**src/rtl/core/auth_attempt_lockout_unit_assert.svh**
```systemverilog
// assertion macros for the attempt lockout unit
// expects clk and arst_n in the scope where a macro is used
`ifndef AUTH_ATTEMPT_LOCKOUT_UNIT_ASSERT_SVH
`define AUTH_ATTEMPT_LOCKOUT_UNIT_ASSERT_SVH

// same-cycle implication, checked out of reset
`define AAL_ASSERT_IMP(lbl, ante, cons, msg) \
	lbl: assert property (@(posedge clk) disable iff (!arst_n) (ante) |-> (cons)) \
		else $error(msg);

// next-cycle implication, checked out of reset
`define AAL_ASSERT_NXT(lbl, ante, cons, msg) \
	lbl: assert property (@(posedge clk) disable iff (!arst_n) (ante) |=> (cons)) \
		else $error(msg);

`endif

```
**src/rtl/core/aal_pkg.sv**
```systemverilog
// shared types, codes and constants of the attempt lockout unit
// no dependencies
package aal_pkg;

	// request codes
	localparam logic [1:0] REQ_TICK    = 2'd0;
	localparam logic [1:0] REQ_ATTEMPT = 2'd1;
	localparam logic [1:0] REQ_CLEAR   = 2'd2;

	// configuration register indexes
	localparam int CFG_IDX_W  = 2;
	localparam int CFG_DATA_W = 16;
	localparam logic [CFG_IDX_W-1:0] CFG_GUARDED     = 2'd0;
	localparam logic [CFG_IDX_W-1:0] CFG_FREE_MISSES = 2'd1;
	localparam logic [CFG_IDX_W-1:0] CFG_BASE_PAUSE  = 2'd2;
	localparam logic [CFG_IDX_W-1:0] CFG_MAX_DBL     = 2'd3;

	// field widths
	localparam int MISS_W = 8;
	localparam int FREE_W = 4;
	localparam int BASE_W = 16;
	localparam int DBL_W  = 3;
	localparam int WAIT_W = 15;
	// widest pause that a load can produce: base shifted by the largest doubling
	localparam int LOAD_W = BASE_W + (1 << DBL_W) - 1;

	// reset values of the configuration registers
	localparam logic              GUARDED_RST     = 1'b0;
	localparam logic [FREE_W-1:0] FREE_MISSES_RST = 4'd5;
	localparam logic [BASE_W-1:0] BASE_PAUSE_RST  = 16'd30000;
	localparam logic [DBL_W-1:0]  MAX_DBL_RST     = 3'd5;

	localparam logic [MISS_W-1:0] MISS_MAX = 8'hFF;
	localparam logic [WAIT_W-1:0] WAIT_MAX = 15'h7FFF;

	typedef struct packed {
		logic [1:0] req_type;
		logic       proof_ok;
	} in_item_t;

	typedef struct packed {
		logic              granted;
		logic [WAIT_W-1:0] wait_seconds;
		logic [MISS_W-1:0] misses_now;
		logic              locked;
	} out_item_t;

	// status of one item, handed from the update stage to the output stage
	typedef struct packed {
		logic              granted;
		logic [MISS_W-1:0] misses_now;
		logic              locked;
	} aal_stat_t;

	// largest value the pause timer can ever hold for a timer of tb bits
	function automatic logic [63:0] pause_bound(input int tb);
		logic [63:0] load_max;
		logic [63:0] timer_max;
		load_max  = (64'd1 << LOAD_W) - 64'd1;
		load_max  = load_max - ((64'd1 << ((1 << DBL_W) - 1)) - 64'd1);
		timer_max = (64'd1 << tb) - 64'd1;
		return (load_max < timer_max) ? load_max : timer_max;
	endfunction

endpackage

```
**src/rtl/core/auth_attempt_lockout_unit.sv**
```systemverilog
// attempt lockout unit: items pass stage 1 and then the result register; one item
// per cycle unless out_ready stalls; the miss count and pause timer update in the
// accept cycle, and the seconds conversion multiply fills the second stage.
// arst_n clears the state, the pipeline valids and loads the register defaults.
// depends on aal_pkg, aal_out_stage and auth_attempt_lockout_unit_assert.svh
`include "auth_attempt_lockout_unit_assert.svh"

module auth_attempt_lockout_unit import aal_pkg::*; #(
	parameter int PAUSE_TIMER_BITS = 24,
	parameter int MS_PER_SECOND    = 1000
) (
	input  logic                  clk,
	input  logic                  arst_n,
	input  logic                  in_valid,
	output logic                  in_ready,
	input  in_item_t              in_item,
	output logic                  out_valid,
	input  logic                  out_ready,
	output out_item_t             out_item,
	input  logic                  cfg_we,
	input  logic [CFG_IDX_W-1:0]  cfg_index,
	input  logic [CFG_DATA_W-1:0] cfg_data
);

	localparam int          TB        = PAUSE_TIMER_BITS;
	localparam logic [63:0] TIMER_MAX = (64'd1 << TB) - 64'd1;
	localparam logic [63:0] PAUSE_MAX = pause_bound(TB);

	logic              guarded_q;
	logic [FREE_W-1:0] free_misses_q;
	logic [BASE_W-1:0] base_pause_q;
	logic [DBL_W-1:0]  max_dbl_q;

	logic [MISS_W-1:0] miss_q, miss_nxt, miss_inc, shift_raw;
	logic [TB-1:0]     pause_q, pause_nxt, load_pause;
	logic [DBL_W-1:0]  shift_amt;
	logic [LOAD_W-1:0] load_ms;
	logic              grant_nxt;

	logic      valid_s1, granted_s1;
	logic      in_fire, s1_adv;
	aal_stat_t stat;

	// configuration registers
	always_ff @(posedge clk or negedge arst_n) begin
		if (!arst_n) begin
			guarded_q     <= GUARDED_RST;
			free_misses_q <= FREE_MISSES_RST;
			base_pause_q  <= BASE_PAUSE_RST;
			max_dbl_q     <= MAX_DBL_RST;
		end else if (cfg_we) begin
			case (cfg_index)
				CFG_GUARDED:     guarded_q     <= cfg_data[0];
				CFG_FREE_MISSES: free_misses_q <= cfg_data[FREE_W-1:0];
				CFG_BASE_PAUSE:  base_pause_q  <= cfg_data[BASE_W-1:0];
				CFG_MAX_DBL:     max_dbl_q     <= cfg_data[DBL_W-1:0];
				default: ;
			endcase
		end
	end

	// pause length for a miss that reaches the free limit
	always_comb begin
		miss_inc  = (miss_q == MISS_MAX) ? miss_q : miss_q + MISS_W'(1);
		shift_raw = miss_inc - MISS_W'(free_misses_q);
		shift_amt = (shift_raw > MISS_W'(max_dbl_q)) ? max_dbl_q : shift_raw[DBL_W-1:0];
		load_ms   = LOAD_W'(base_pause_q) << shift_amt;
		load_pause = (64'(load_ms) > TIMER_MAX) ? TB'(TIMER_MAX) : TB'(load_ms);
	end

	// next state for the item at the input
	always_comb begin
		miss_nxt  = miss_q;
		pause_nxt = pause_q;
		grant_nxt = 1'b0;
		case (in_item.req_type)
			REQ_TICK: begin
				if (pause_q != '0)
					pause_nxt = pause_q - TB'(1);
			end
			REQ_ATTEMPT: begin
				if (!guarded_q) begin
					grant_nxt = 1'b1;
				end else if (pause_q != '0) begin
					grant_nxt = 1'b0;
				end else if (in_item.proof_ok) begin
					miss_nxt  = '0;
					grant_nxt = 1'b1;
				end else begin
					miss_nxt = miss_inc;
					if (miss_inc >= MISS_W'(free_misses_q))
						pause_nxt = load_pause;
				end
			end
			REQ_CLEAR: begin
				miss_nxt  = '0;
				pause_nxt = '0;
			end
			default: ;
		endcase
	end

	// handshake: stage 1 moves on when the result register is free or drains
	assign s1_adv   = valid_s1 && (!out_valid || out_ready);
	assign in_ready = !valid_s1 || s1_adv;
	assign in_fire  = in_valid && in_ready;

	// state and pipeline control
	always_ff @(posedge clk or negedge arst_n) begin
		if (!arst_n) begin
			miss_q    <= '0;
			pause_q   <= '0;
			valid_s1  <= 1'b0;
			out_valid <= 1'b0;
		end else begin
			if (in_fire) begin
				miss_q  <= miss_nxt;
				pause_q <= pause_nxt;
			end
			if (in_fire)
				valid_s1 <= 1'b1;
			else if (s1_adv)
				valid_s1 <= 1'b0;
			if (s1_adv)
				out_valid <= 1'b1;
			else if (out_ready)
				out_valid <= 1'b0;
		end
	end

	// grant of the item in stage 1
	always_ff @(posedge clk) begin
		if (in_fire)
			granted_s1 <= grant_nxt;
	end

	// a new item only enters when stage 1 is empty or leaving, so the state registers always
	// hold the state right after the item in stage 1
	assign stat.granted    = granted_s1;
	assign stat.misses_now = miss_q;
	assign stat.locked     = (pause_q != '0);

	aal_out_stage #(
		.PAUSE_BITS    (TB),
		.MS_PER_SECOND (MS_PER_SECOND)
	) u_out (
		.clk    (clk),
		.load   (s1_adv),
		.stat   (stat),
		.pause  (pause_q),
		.item_q (out_item)
	);

	// checks
	`AAL_ASSERT_IMP(a_lock_wait, out_valid, out_item.locked == (out_item.wait_seconds != '0), "locked and wait disagree")
	`AAL_ASSERT_NXT(a_grant_attempt, in_fire && (in_item.req_type != REQ_ATTEMPT), !granted_s1, "grant on a non-attempt item")
	`AAL_ASSERT_NXT(a_clear, in_fire && (in_item.req_type == REQ_CLEAR), (miss_q == '0) && (pause_q == '0), "clear left state behind")
	`AAL_ASSERT_IMP(a_pause_bound, 1'b1, 64'(pause_q) <= PAUSE_MAX, "pause beyond largest load")

endmodule

```
**src/rtl/core/aal_out_stage.sv**
```systemverilog
// output register stage: converts the pause to whole seconds, rounded up
// depends on aal_pkg
module aal_out_stage import aal_pkg::*; #(
	parameter int PAUSE_BITS    = 24,
	parameter int MS_PER_SECOND = 1000
) (
	input  logic                  clk,
	input  logic                  load,
	input  aal_stat_t             stat,
	input  logic [PAUSE_BITS-1:0] pause,
	output out_item_t             item_q
);

	// ceil(pause / MS_PER_SECOND) = floor((pause + MS_PER_SECOND - 1) / MS_PER_SECOND),
	// taken as a multiply by a rounded-up reciprocal that is exact over the whole
	// range of the sum
	localparam logic [63:0] PAUSE_MAX = pause_bound(PAUSE_BITS);
	localparam int          YW        = $clog2(PAUSE_MAX + 64'(MS_PER_SECOND));
	localparam int          LW        = $clog2(MS_PER_SECOND);
	localparam int          SHIFT     = YW + LW;
	localparam int          MW        = YW + 1;
	localparam logic [63:0] RECIP     =
		((64'd1 << SHIFT) + 64'(MS_PER_SECOND) - 64'd1) / 64'(MS_PER_SECOND);
	localparam int          PW        = YW + MW;
	localparam int          QW        = PW - SHIFT;

	logic [YW-1:0] sum;
	logic [PW-1:0] prod;
	logic [QW-1:0] quot;
	logic [WAIT_W-1:0] secs;

	// rounding add and reciprocal multiply
	assign sum  = YW'(pause) + YW'(MS_PER_SECOND - 1);
	assign prod = PW'(sum) * PW'(RECIP[MW-1:0]);
	assign quot = prod[PW-1:SHIFT];

	// clamp to the field
	assign secs = (64'(quot) > 64'(WAIT_MAX)) ? WAIT_MAX : WAIT_W'(quot);

	// result register
	always_ff @(posedge clk) begin
		if (load) begin
			item_q.granted      <= stat.granted;
			item_q.wait_seconds <= secs;
			item_q.misses_now   <= stat.misses_now;
			item_q.locked       <= stat.locked;
		end
	end

endmodule

```
**src/bench/tb.sv**
```systemverilog
// self-checking testbench for auth_attempt_lockout_unit: a scoreboard class predicts
// each status item; directed items come first, then random config phases
// depends on aal_pkg and the auth_attempt_lockout_unit rtl
`timescale 1ns / 100ps

module tb;
	import aal_pkg::*;

	localparam int PAUSE_BITS   = 24;
	localparam int MS_PER_S     = 1000;
	localparam int ITEMS_TARGET = 1600;
	localparam logic [1:0] REQ_UNUSED = 2'd3;
	localparam logic [31:0] TIMER_TOP = (32'd1 << PAUSE_BITS) - 32'd1;

	// predicts the status item for every accepted request and holds the ones still due
	class lockout_board;
		logic              guarded;
		logic [FREE_W-1:0] free_lim;
		logic [BASE_W-1:0] base_ms;
		logic [DBL_W-1:0]  dbl_max;
		logic [MISS_W-1:0] misses;
		logic [31:0]       left_ms;
		out_item_t         status_due[$];
		int                n_errors;
		int                n_checked;

		function new();
			guarded   = GUARDED_RST;
			free_lim  = FREE_MISSES_RST;
			base_ms   = BASE_PAUSE_RST;
			dbl_max   = MAX_DBL_RST;
			misses    = '0;
			left_ms   = '0;
			n_errors  = 0;
			n_checked = 0;
		endfunction

		function void set_reg(logic [CFG_IDX_W-1:0] idx, logic [CFG_DATA_W-1:0] v);
			case (idx)
				CFG_GUARDED:     guarded = v[0];
				CFG_FREE_MISSES: free_lim = v[FREE_W-1:0];
				CFG_BASE_PAUSE:  base_ms = v[BASE_W-1:0];
				CFG_MAX_DBL:     dbl_max = v[DBL_W-1:0];
				default: ;
			endcase
		endfunction

		// update the lockout state for one request and queue its status
		function void predict_status(in_item_t it);
			out_item_t   r;
			logic        grant;
			int          sh;
			logic [31:0] load;
			logic [31:0] secs;
			grant = 1'b0;
			case (it.req_type)
				REQ_TICK: begin
					if (left_ms != 0)
						left_ms = left_ms - 32'd1;
				end
				REQ_ATTEMPT: begin
					if (!guarded) begin
						grant = 1'b1;
					end else if (left_ms != 0) begin
						grant = 1'b0;
					end else if (it.proof_ok) begin
						misses = '0;
						grant = 1'b1;
					end else begin
						if (misses != MISS_MAX)
							misses = misses + MISS_W'(1);
						if (misses >= free_lim) begin
							sh = int'(misses) - int'(free_lim);
							if (sh > int'(dbl_max))
								sh = int'(dbl_max);
							load = 32'(base_ms) << sh;
							if (load > TIMER_TOP)
								load = TIMER_TOP;
							left_ms = load;
						end
					end
				end
				REQ_CLEAR: begin
					misses = '0;
					left_ms = '0;
				end
				default: ;
			endcase
			// remaining pause rounded up to whole seconds
			secs = left_ms / MS_PER_S + ((left_ms % MS_PER_S) != 0 ? 1 : 0);
			if (secs > 32'(WAIT_MAX))
				secs = 32'(WAIT_MAX);
			r.granted      = grant;
			r.wait_seconds = secs[WAIT_W-1:0];
			r.misses_now   = misses;
			r.locked       = (left_ms != 0);
			status_due.push_back(r);
		endfunction

		function void check_status(out_item_t got);
			out_item_t exp_r;
			if (status_due.size() == 0) begin
				$error("status item with nothing due: %p", got);
				n_errors++;
				return;
			end
			exp_r = status_due.pop_front();
			n_checked++;
			if (got.granted !== exp_r.granted) begin
				$error("granted: expected %0d, got %0d", exp_r.granted, got.granted);
				n_errors++;
			end
			if (got.wait_seconds !== exp_r.wait_seconds) begin
				$error("wait_seconds: expected %0d, got %0d",
					exp_r.wait_seconds, got.wait_seconds);
				n_errors++;
			end
			if (got.misses_now !== exp_r.misses_now) begin
				$error("misses_now: expected %0d, got %0d", exp_r.misses_now, got.misses_now);
				n_errors++;
			end
			if (got.locked !== exp_r.locked) begin
				$error("locked: expected %0d, got %0d", exp_r.locked, got.locked);
				n_errors++;
			end
		endfunction

		function int pending();
			return status_due.size();
		endfunction
	endclass

	logic                  clk = 1'b0;
	logic                  arst_n = 1'b0;
	logic                  in_valid = 1'b0;
	logic                  in_ready;
	in_item_t              in_item = '0;
	logic                  out_valid;
	logic                  out_ready = 1'b0;
	out_item_t             out_item;
	logic                  cfg_we = 1'b0;
	logic [CFG_IDX_W-1:0]  cfg_index = '0;
	logic [CFG_DATA_W-1:0] cfg_data = '0;

	lockout_board sb;
	int n_sent = 0;
	int n_settings = 0;
	int burst_left = 0;
	int rx_mode = 0;
	int rx_left = 0;
	int rx_cnt = 0;

	auth_attempt_lockout_unit #(
		.PAUSE_TIMER_BITS(PAUSE_BITS),
		.MS_PER_SECOND(MS_PER_S)
	) dut (
		.clk(clk),
		.arst_n(arst_n),
		.in_valid(in_valid),
		.in_ready(in_ready),
		.in_item(in_item),
		.out_valid(out_valid),
		.out_ready(out_ready),
		.out_item(out_item),
		.cfg_we(cfg_we),
		.cfg_index(cfg_index),
		.cfg_data(cfg_data)
	);

	always #2 clk = ~clk;

	// receiver stalls in stretches of changing character
	always @(posedge clk) begin
		if (rx_left == 0) begin
			rx_mode = $urandom_range(0, 3);
			rx_left = $urandom_range(20, 200);
		end
		rx_left--;
		rx_cnt++;
		case (rx_mode)
			0: out_ready <= 1'b1;
			1: out_ready <= 1'($urandom_range(0, 1));
			2: out_ready <= ((rx_cnt % 5) < 2);
			default: out_ready <= ($urandom_range(0, 3) == 0);
		endcase
	end

	// handshakes are settled by the falling edge, so sample there
	always @(negedge clk) begin
		if (arst_n && out_valid && out_ready)
			sb.check_status(out_item);
	end

	// send one request; entered and left at a rising edge
	task automatic send_req(input logic [1:0] rt, input logic ok);
		in_item_t it;
		int gap;
		it.req_type = rt;
		it.proof_ok = ok;
		if (burst_left == 0) begin
			burst_left = $urandom_range(1, 40);
			gap = ($urandom_range(0, 3) == 0) ? 0 : $urandom_range(1, 6);
			if (gap > 0) begin
				in_valid <= 1'b0;
				repeat (gap) @(posedge clk);
			end
		end
		burst_left--;
		in_valid <= 1'b1;
		in_item <= it;
		do @(negedge clk); while (!in_ready);
		@(posedge clk);
		sb.predict_status(it);
		n_sent++;
	endtask

	// wait for all status items, then write every register
	task automatic set_config(input logic g, input logic [FREE_W-1:0] f,
			input logic [BASE_W-1:0] b, input logic [DBL_W-1:0] d);
		logic [CFG_DATA_W-1:0] vals[4];
		logic [CFG_IDX_W-1:0]  idxs[4];
		in_valid <= 1'b0;
		burst_left = 0;
		while (sb.pending() != 0) @(posedge clk);
		repeat (4) @(posedge clk);
		idxs = '{CFG_GUARDED, CFG_FREE_MISSES, CFG_BASE_PAUSE, CFG_MAX_DBL};
		vals = '{CFG_DATA_W'(g), CFG_DATA_W'(f), CFG_DATA_W'(b), CFG_DATA_W'(d)};
		for (int i = 0; i < 4; i++) begin
			cfg_we <= 1'b1;
			cfg_index <= idxs[i];
			cfg_data <= vals[i];
			@(posedge clk);
			sb.set_reg(idxs[i], vals[i]);
		end
		cfg_we <= 1'b0;
		n_settings++;
	endtask

	task automatic rand_config();
		logic              g;
		logic [FREE_W-1:0] f;
		logic [BASE_W-1:0] b;
		logic [DBL_W-1:0]  d;
		int pick;
		g = ($urandom_range(0, 4) != 0);
		pick = $urandom_range(0, 5);
		f = (pick == 0) ? 4'd0 : (pick == 1) ? 4'd1 : (pick == 2) ? 4'd15 :
			FREE_W'($urandom_range(1, 6));
		pick = $urandom_range(0, 9);
		b = (pick == 0) ? 16'd65535 : (pick == 1) ? 16'd0 : (pick < 5) ? 16'd1 :
			BASE_W'($urandom_range(2, 40));
		pick = $urandom_range(0, 3);
		d = (pick == 0) ? 3'd0 : (pick == 1) ? 3'd7 : DBL_W'($urandom_range(0, 7));
		set_config(g, f, b, d);
	endtask

	// a random request of any kind, unused codes included
	task automatic noise_req();
		int r;
		logic [1:0] rt;
		r = $urandom_range(0, 19);
		rt = (r < 8) ? REQ_TICK : (r < 15) ? REQ_ATTEMPT : (r < 18) ? REQ_CLEAR : REQ_UNUSED;
		send_req(rt, 1'($urandom_range(0, 1)));
	endtask

	// guessing runs half the time: misses, then a wait, clear or early retry, then a final try
	task automatic run_phase(input int n);
		int start;
		int k;
		int pick;
		start = n_sent;
		while (n_sent - start < n) begin
			pick = $urandom_range(0, 9);
			if (pick < 5) begin
				k = $urandom_range(1, int'(sb.free_lim) + 2);
				repeat (k) begin
					if ($urandom_range(0, 7) == 0)
						send_req(REQ_TICK, 1'($urandom_range(0, 1)));
					send_req(REQ_ATTEMPT, 1'b0);
				end
				if (sb.left_ms <= 400) begin
					while (sb.left_ms != 0) send_req(REQ_TICK, 1'($urandom_range(0, 1)));
				end else if ($urandom_range(0, 1)) begin
					send_req(REQ_CLEAR, 1'($urandom_range(0, 1)));
				end else begin
					repeat ($urandom_range(1, 3))
						send_req(REQ_ATTEMPT, 1'($urandom_range(0, 1)));
				end
				send_req(REQ_ATTEMPT, $urandom_range(0, 2) != 0);
			end else if (pick < 8) begin
				noise_req();
			end else if (pick == 8) begin
				send_req(REQ_CLEAR, 1'($urandom_range(0, 1)));
			end else begin
				repeat ($urandom_range(1, 10)) send_req(REQ_TICK, 1'($urandom_range(0, 1)));
			end
		end
	endtask

	initial begin
		sb = new();
		repeat (6) @(posedge clk);
		arst_n <= 1'b1;
		@(posedge clk);

		// unguarded: every attempt granted, other kinds report status only
		send_req(REQ_ATTEMPT, 1'b1);
		send_req(REQ_ATTEMPT, 1'b0);
		send_req(REQ_TICK, 1'b0);
		send_req(REQ_CLEAR, 1'b1);
		send_req(REQ_UNUSED, 1'b1);

		// misses below the free limit, then zero free misses with the longest pause
		set_config(1'b1, 4'd7, 16'd65535, 3'd7);
		repeat (6) send_req(REQ_ATTEMPT, 1'b0);
		set_config(1'b1, 4'd0, 16'd65535, 3'd7);
		send_req(REQ_ATTEMPT, 1'b0);
		send_req(REQ_ATTEMPT, 1'b1);
		send_req(REQ_ATTEMPT, 1'b0);
		send_req(REQ_TICK, 1'b1);
		send_req(REQ_CLEAR, 1'b0);
		send_req(REQ_ATTEMPT, 1'b0);
		send_req(REQ_UNUSED, 1'b0);
		send_req(REQ_CLEAR, 1'b0);
		send_req(REQ_ATTEMPT, 1'b1);

		// zero base pause never locks, so the miss count can saturate
		set_config(1'b1, 4'd15, 16'd0, 3'd7);
		repeat (270) send_req(REQ_ATTEMPT, 1'b0);
		send_req(REQ_TICK, 1'b0);
		send_req(REQ_ATTEMPT, 1'b1);

		// random phases
		while (n_sent < ITEMS_TARGET) begin
			rand_config();
			run_phase($urandom_range(80, 250));
		end

		in_valid <= 1'b0;
		while (sb.pending() != 0) @(posedge clk);
		repeat (8) @(posedge clk);
		$display("sent %0d requests over %0d register settings, checked %0d status items",
			n_sent, n_settings, sb.n_checked);
		if (sb.n_errors == 0 && sb.pending() == 0)
			$display("[auth_attempt_lockout_unit] OK");
		else
			$display("[auth_attempt_lockout_unit] ERROR");
		$finish;
	end

	// watchdog
	initial begin
		#2_000_000;
		$display("[auth_attempt_lockout_unit] ERROR");
		$finish;
	end

endmodule
```
**config.mk**
```make
export PLATFORM = sky130hd
export DESIGN_NAME = auth_attempt_lockout_unit
export DESIGN_NICKNAME = d
export VERILOG_FILES = /design/src/rtl/core/aal_pkg.sv /design/src/rtl/core/auth_attempt_lockout_unit.sv /design/src/rtl/core/aal_out_stage.sv /design/src/bench/tb.sv
export VERILOG_INCLUDE_DIRS = /design/src /design/src/rtl/core
export SDC_FILE = /design/constraint.sdc
export NUM_CORES = 1
export LEC_CHECK = 0
export ABC_AREA = 1
export BUFFER_PORTS_ARGS = -buffer_cell sky130_fd_sc_hd__buf_4
export CAP_MARGIN = 10
export CORE_MARGIN = 4
export CORE_UTILIZATION = 60
export DETAILED_ROUTE_END_ITERATION = 7
export HOLD_SLACK_MARGIN = 0.12
export PLACE_DENSITY = 0.76
export SETUP_SLACK_MARGIN = 0.15
export SLEW_MARGIN = 20
export SYNTH_ARGS = -nofsm -noshare
export SYNTH_HDL_FRONTEND = slang
export SYNTH_SLANG_ARGS = --single-unit
```
**constraint.sdc**
```tcl
create_clock -name clk -period 17.2 [get_ports clk]
set_input_delay 2.58 -clock clk [delete_from_list [all_inputs] [get_ports clk]]
set_output_delay 2.58 -clock clk [all_outputs]
set_load 0.05 [all_outputs]
```
==> impl_metrics.toml <==
[status]
run_status = "completed"

[flow_run]
max-cap-violations = 0

[yosys]
synth_top_area_frac = 0.2169
synth-main-ff-cell = "dfrtp_1"
synth_top_cell_by_area = "fa_1"
synthCells = 1883
syn_nets = 2314
synth-seq-cells = 84
ys_seq_area_frac = 0.1493
synth_edf_count = 26
synth.area.top_cells = "fa_1 (22%), ha_1 (20%), inv_1 (12%), dfrtp_1 (7.8%), nand2_1 (6.7%)"
synthArstFlopShare = 0.6905
synth.yosys.warnings = 0
synth.distinct_cells = 54
syn_area_um2 = 15040
syn_area_per_cell_um2 = 7.989

[sta]
max_slew_margin = 0.3415
max_freq_mhz = 121.3
rsz0062_at_grt = "false"
fin_crit_ns = 8.244
setup_tns_ns = 0
clock_skew_ns = 0.01430
hold_violations = 0
period_share = 0.4793
finalMaxSlewViolations = 0
finalSetupViolCount = 0
worst_pin_slew_ns = 0.9844

[critical_path]
crit_buf_inv = 5
path_class = "register to register"
cp_top_family = "adder cells"
slowest_stage = "xor2_1"
cp.arrival_ns = 8.36
critical_path.max_stage_delay_ns = 0.80
cp-start-kind = "register"
end_kind = "register"
worst-path-max-fanout = 13
cp_data_required_time_ns = 17.32
cp_common_cell = "fa_1"
reg2reg_slack_ns = 8.96

[layout]
layout_commonest_cell = "inv_1"
final_cell_mix = "inv_1 (471), nand2_1 (270), ha_1 (242)"
drive_gt1_frac = 0.06925
synthToLayoutAreaGrowth_pct = 6.845
num-nets-final = 2361
diodes = 0

[global_routing]
antenna_found_initial = 0
grt_pass1_wl_mm = 65.52
grt_max_degree = 59
grt_usage = 0.2951
grt_overflow = 0
grt_pass1_vias = 12740

[drt]
dr.pass1.iters = 7
wl_per_cell_um = 17.70
ant_nets = 0
totalWireLength_mm = 39.98
drtIter0Drc = 969
drcViolationCount = 0
dr_total_vias = 12490
vias_per_cell = 5.529

[clock_network]
cts-htree-levels = 3
cts_setup_buffers = 0
cts_sinks = 84
ctsResizeCount = 0
cts_hold_buf = 0
cts_buffer_depth = 2
clk_pin_slew_ns = 0.08
clock_latency_ns = 0.36
cts_buffers = 9
root_buffer = "clkbuf_16"
cts_tree = "done"

[floorplanning]
fp-row-count = 57
die_area_um2 = 27670
core_um2 = 24460
design.portCount = 53
die_h_um = 166.3
die_w_um = 166.3
initial_core_util = 0.6150

[worst_hold_path]
hold_class = "register to register"

[placement]
place_congestion = 0.9881
io_buffers = 52
hpwl_mm = 34.50
==> layer usage <==
| layer | share of wire | routed length (µm) | GRT usage | vias up |
|---|---|---|---|---|
| li1 | - | - | - | 6034 |
| met1 | 0.43 | 17130 | 0.3817 | 5989 |
| met2 | 0.47 | 18800 | 0.4977 | 380 |
| met3 | 0.056 | 2220 | 0.04761 | 86 |
| met4 | 0.046 | 1827 | 0.1188 | 0 |
| met5 | 0 | 0 | 0 | - |
==> area by class of cell <==
class	instances	area, µm²
clock buffers	9	225.2
clock inverters	7	81.33
fillers	2130	8389
inverters	479	1798
multi-input cells	1300	10900
repair buffers	56	420.4
flip-flops and latches	84	2246
well taps	324	405.4
==> cell families after synthesis <==
logic type | share of synthesized area
mux | 0.008983
fa+ha+maj | 0.4182
buf+inv | 0.1266
flops | 0.1493
simple gates | 0.1801
xor+xnor | 0.03768
compound gates | 0.07918
==> registers in the layout, summed over array words and instances (netlist names), 3 cells and up <==
name and cells:
base_pause_q 16, free_misses_q 4, max_dbl_q 3, miss_q 8
pause_q 24, u_out.item_q 25
==> synth_stat cells (5+ instances only) <==
cell type / number
mux2_2: 12
a21o_1: 13
o21a_1: 5
fa_1: 163
a31oi_1: 11
ha_1: 242
inv_1: 471
dfstp_2: 11
edfxtp_1: 26
or2_2: 7
nand3_1: 144
dfrtp_1: 47
nand2_1: 270
nor2_1: 124
nor4_1: 10
a22oi_1: 7
nand4_1: 15
o21ai_0: 70
xor2_1: 48
clkbuf_1: 11
nor3_1: 17
a21oi_1: 81
inv_2: 6
xnor2_1: 13
==> stage by stage <==
step | area (µm²) | setup WS (ns) | std cells | utilization | hold slack (ns)
floorplan | 15040 | 9.889 | 1883 | - | 0.4003
global placement | 15770 | 9.204 | 2243 | 0.6445 | 0.4363
detailed placement | 15770 | 9.033 | 2243 | 0.6445 | 0.4443
CTS | 16070 | 9.013 | 2259 | 0.6571 | 0.4628
global route | 16070 | 8.304 | 2259 | 0.6571 | 0.4535
finish | 16070 | 8.956 | 2259 | 0.6571 | 0.4608
==> worst register-to-register path, delay by kind of cell (launching register included) <==
family / cells / cell delay [ns]
buf+inv: 5 / 0.42
flops: 1 / 0.40
simple gates: 12 / 1.85
fa+ha+maj: 7 / 3.32
xor+xnor: 1 / 0.80
compound gates: 7 / 1.21
==> worst paths after layout <==
| path | to | cells past startpoint | startpoint |
|---|---|---|---|
| worst max-delay path | u_out.item_q[23] | 32 | pause_q[0] |
| worst min-delay path | u_out.item_q[24] | 0 | granted_s1 |
| worst max register to register | u_out.item_q[23] | 32 | pause_q[0] |
| worst min register to register | u_out.item_q[24] | 0 | granted_s1 |
| max in group asynchronous | pause_q[19] | 1 | arst_n |
| min in group asynchronous | miss_q[3] | 1 | arst_n |
Power is left out: the tool's default activity adds up to more than one toggle a clock period on the data nets, which glitch-free logic cannot reach.
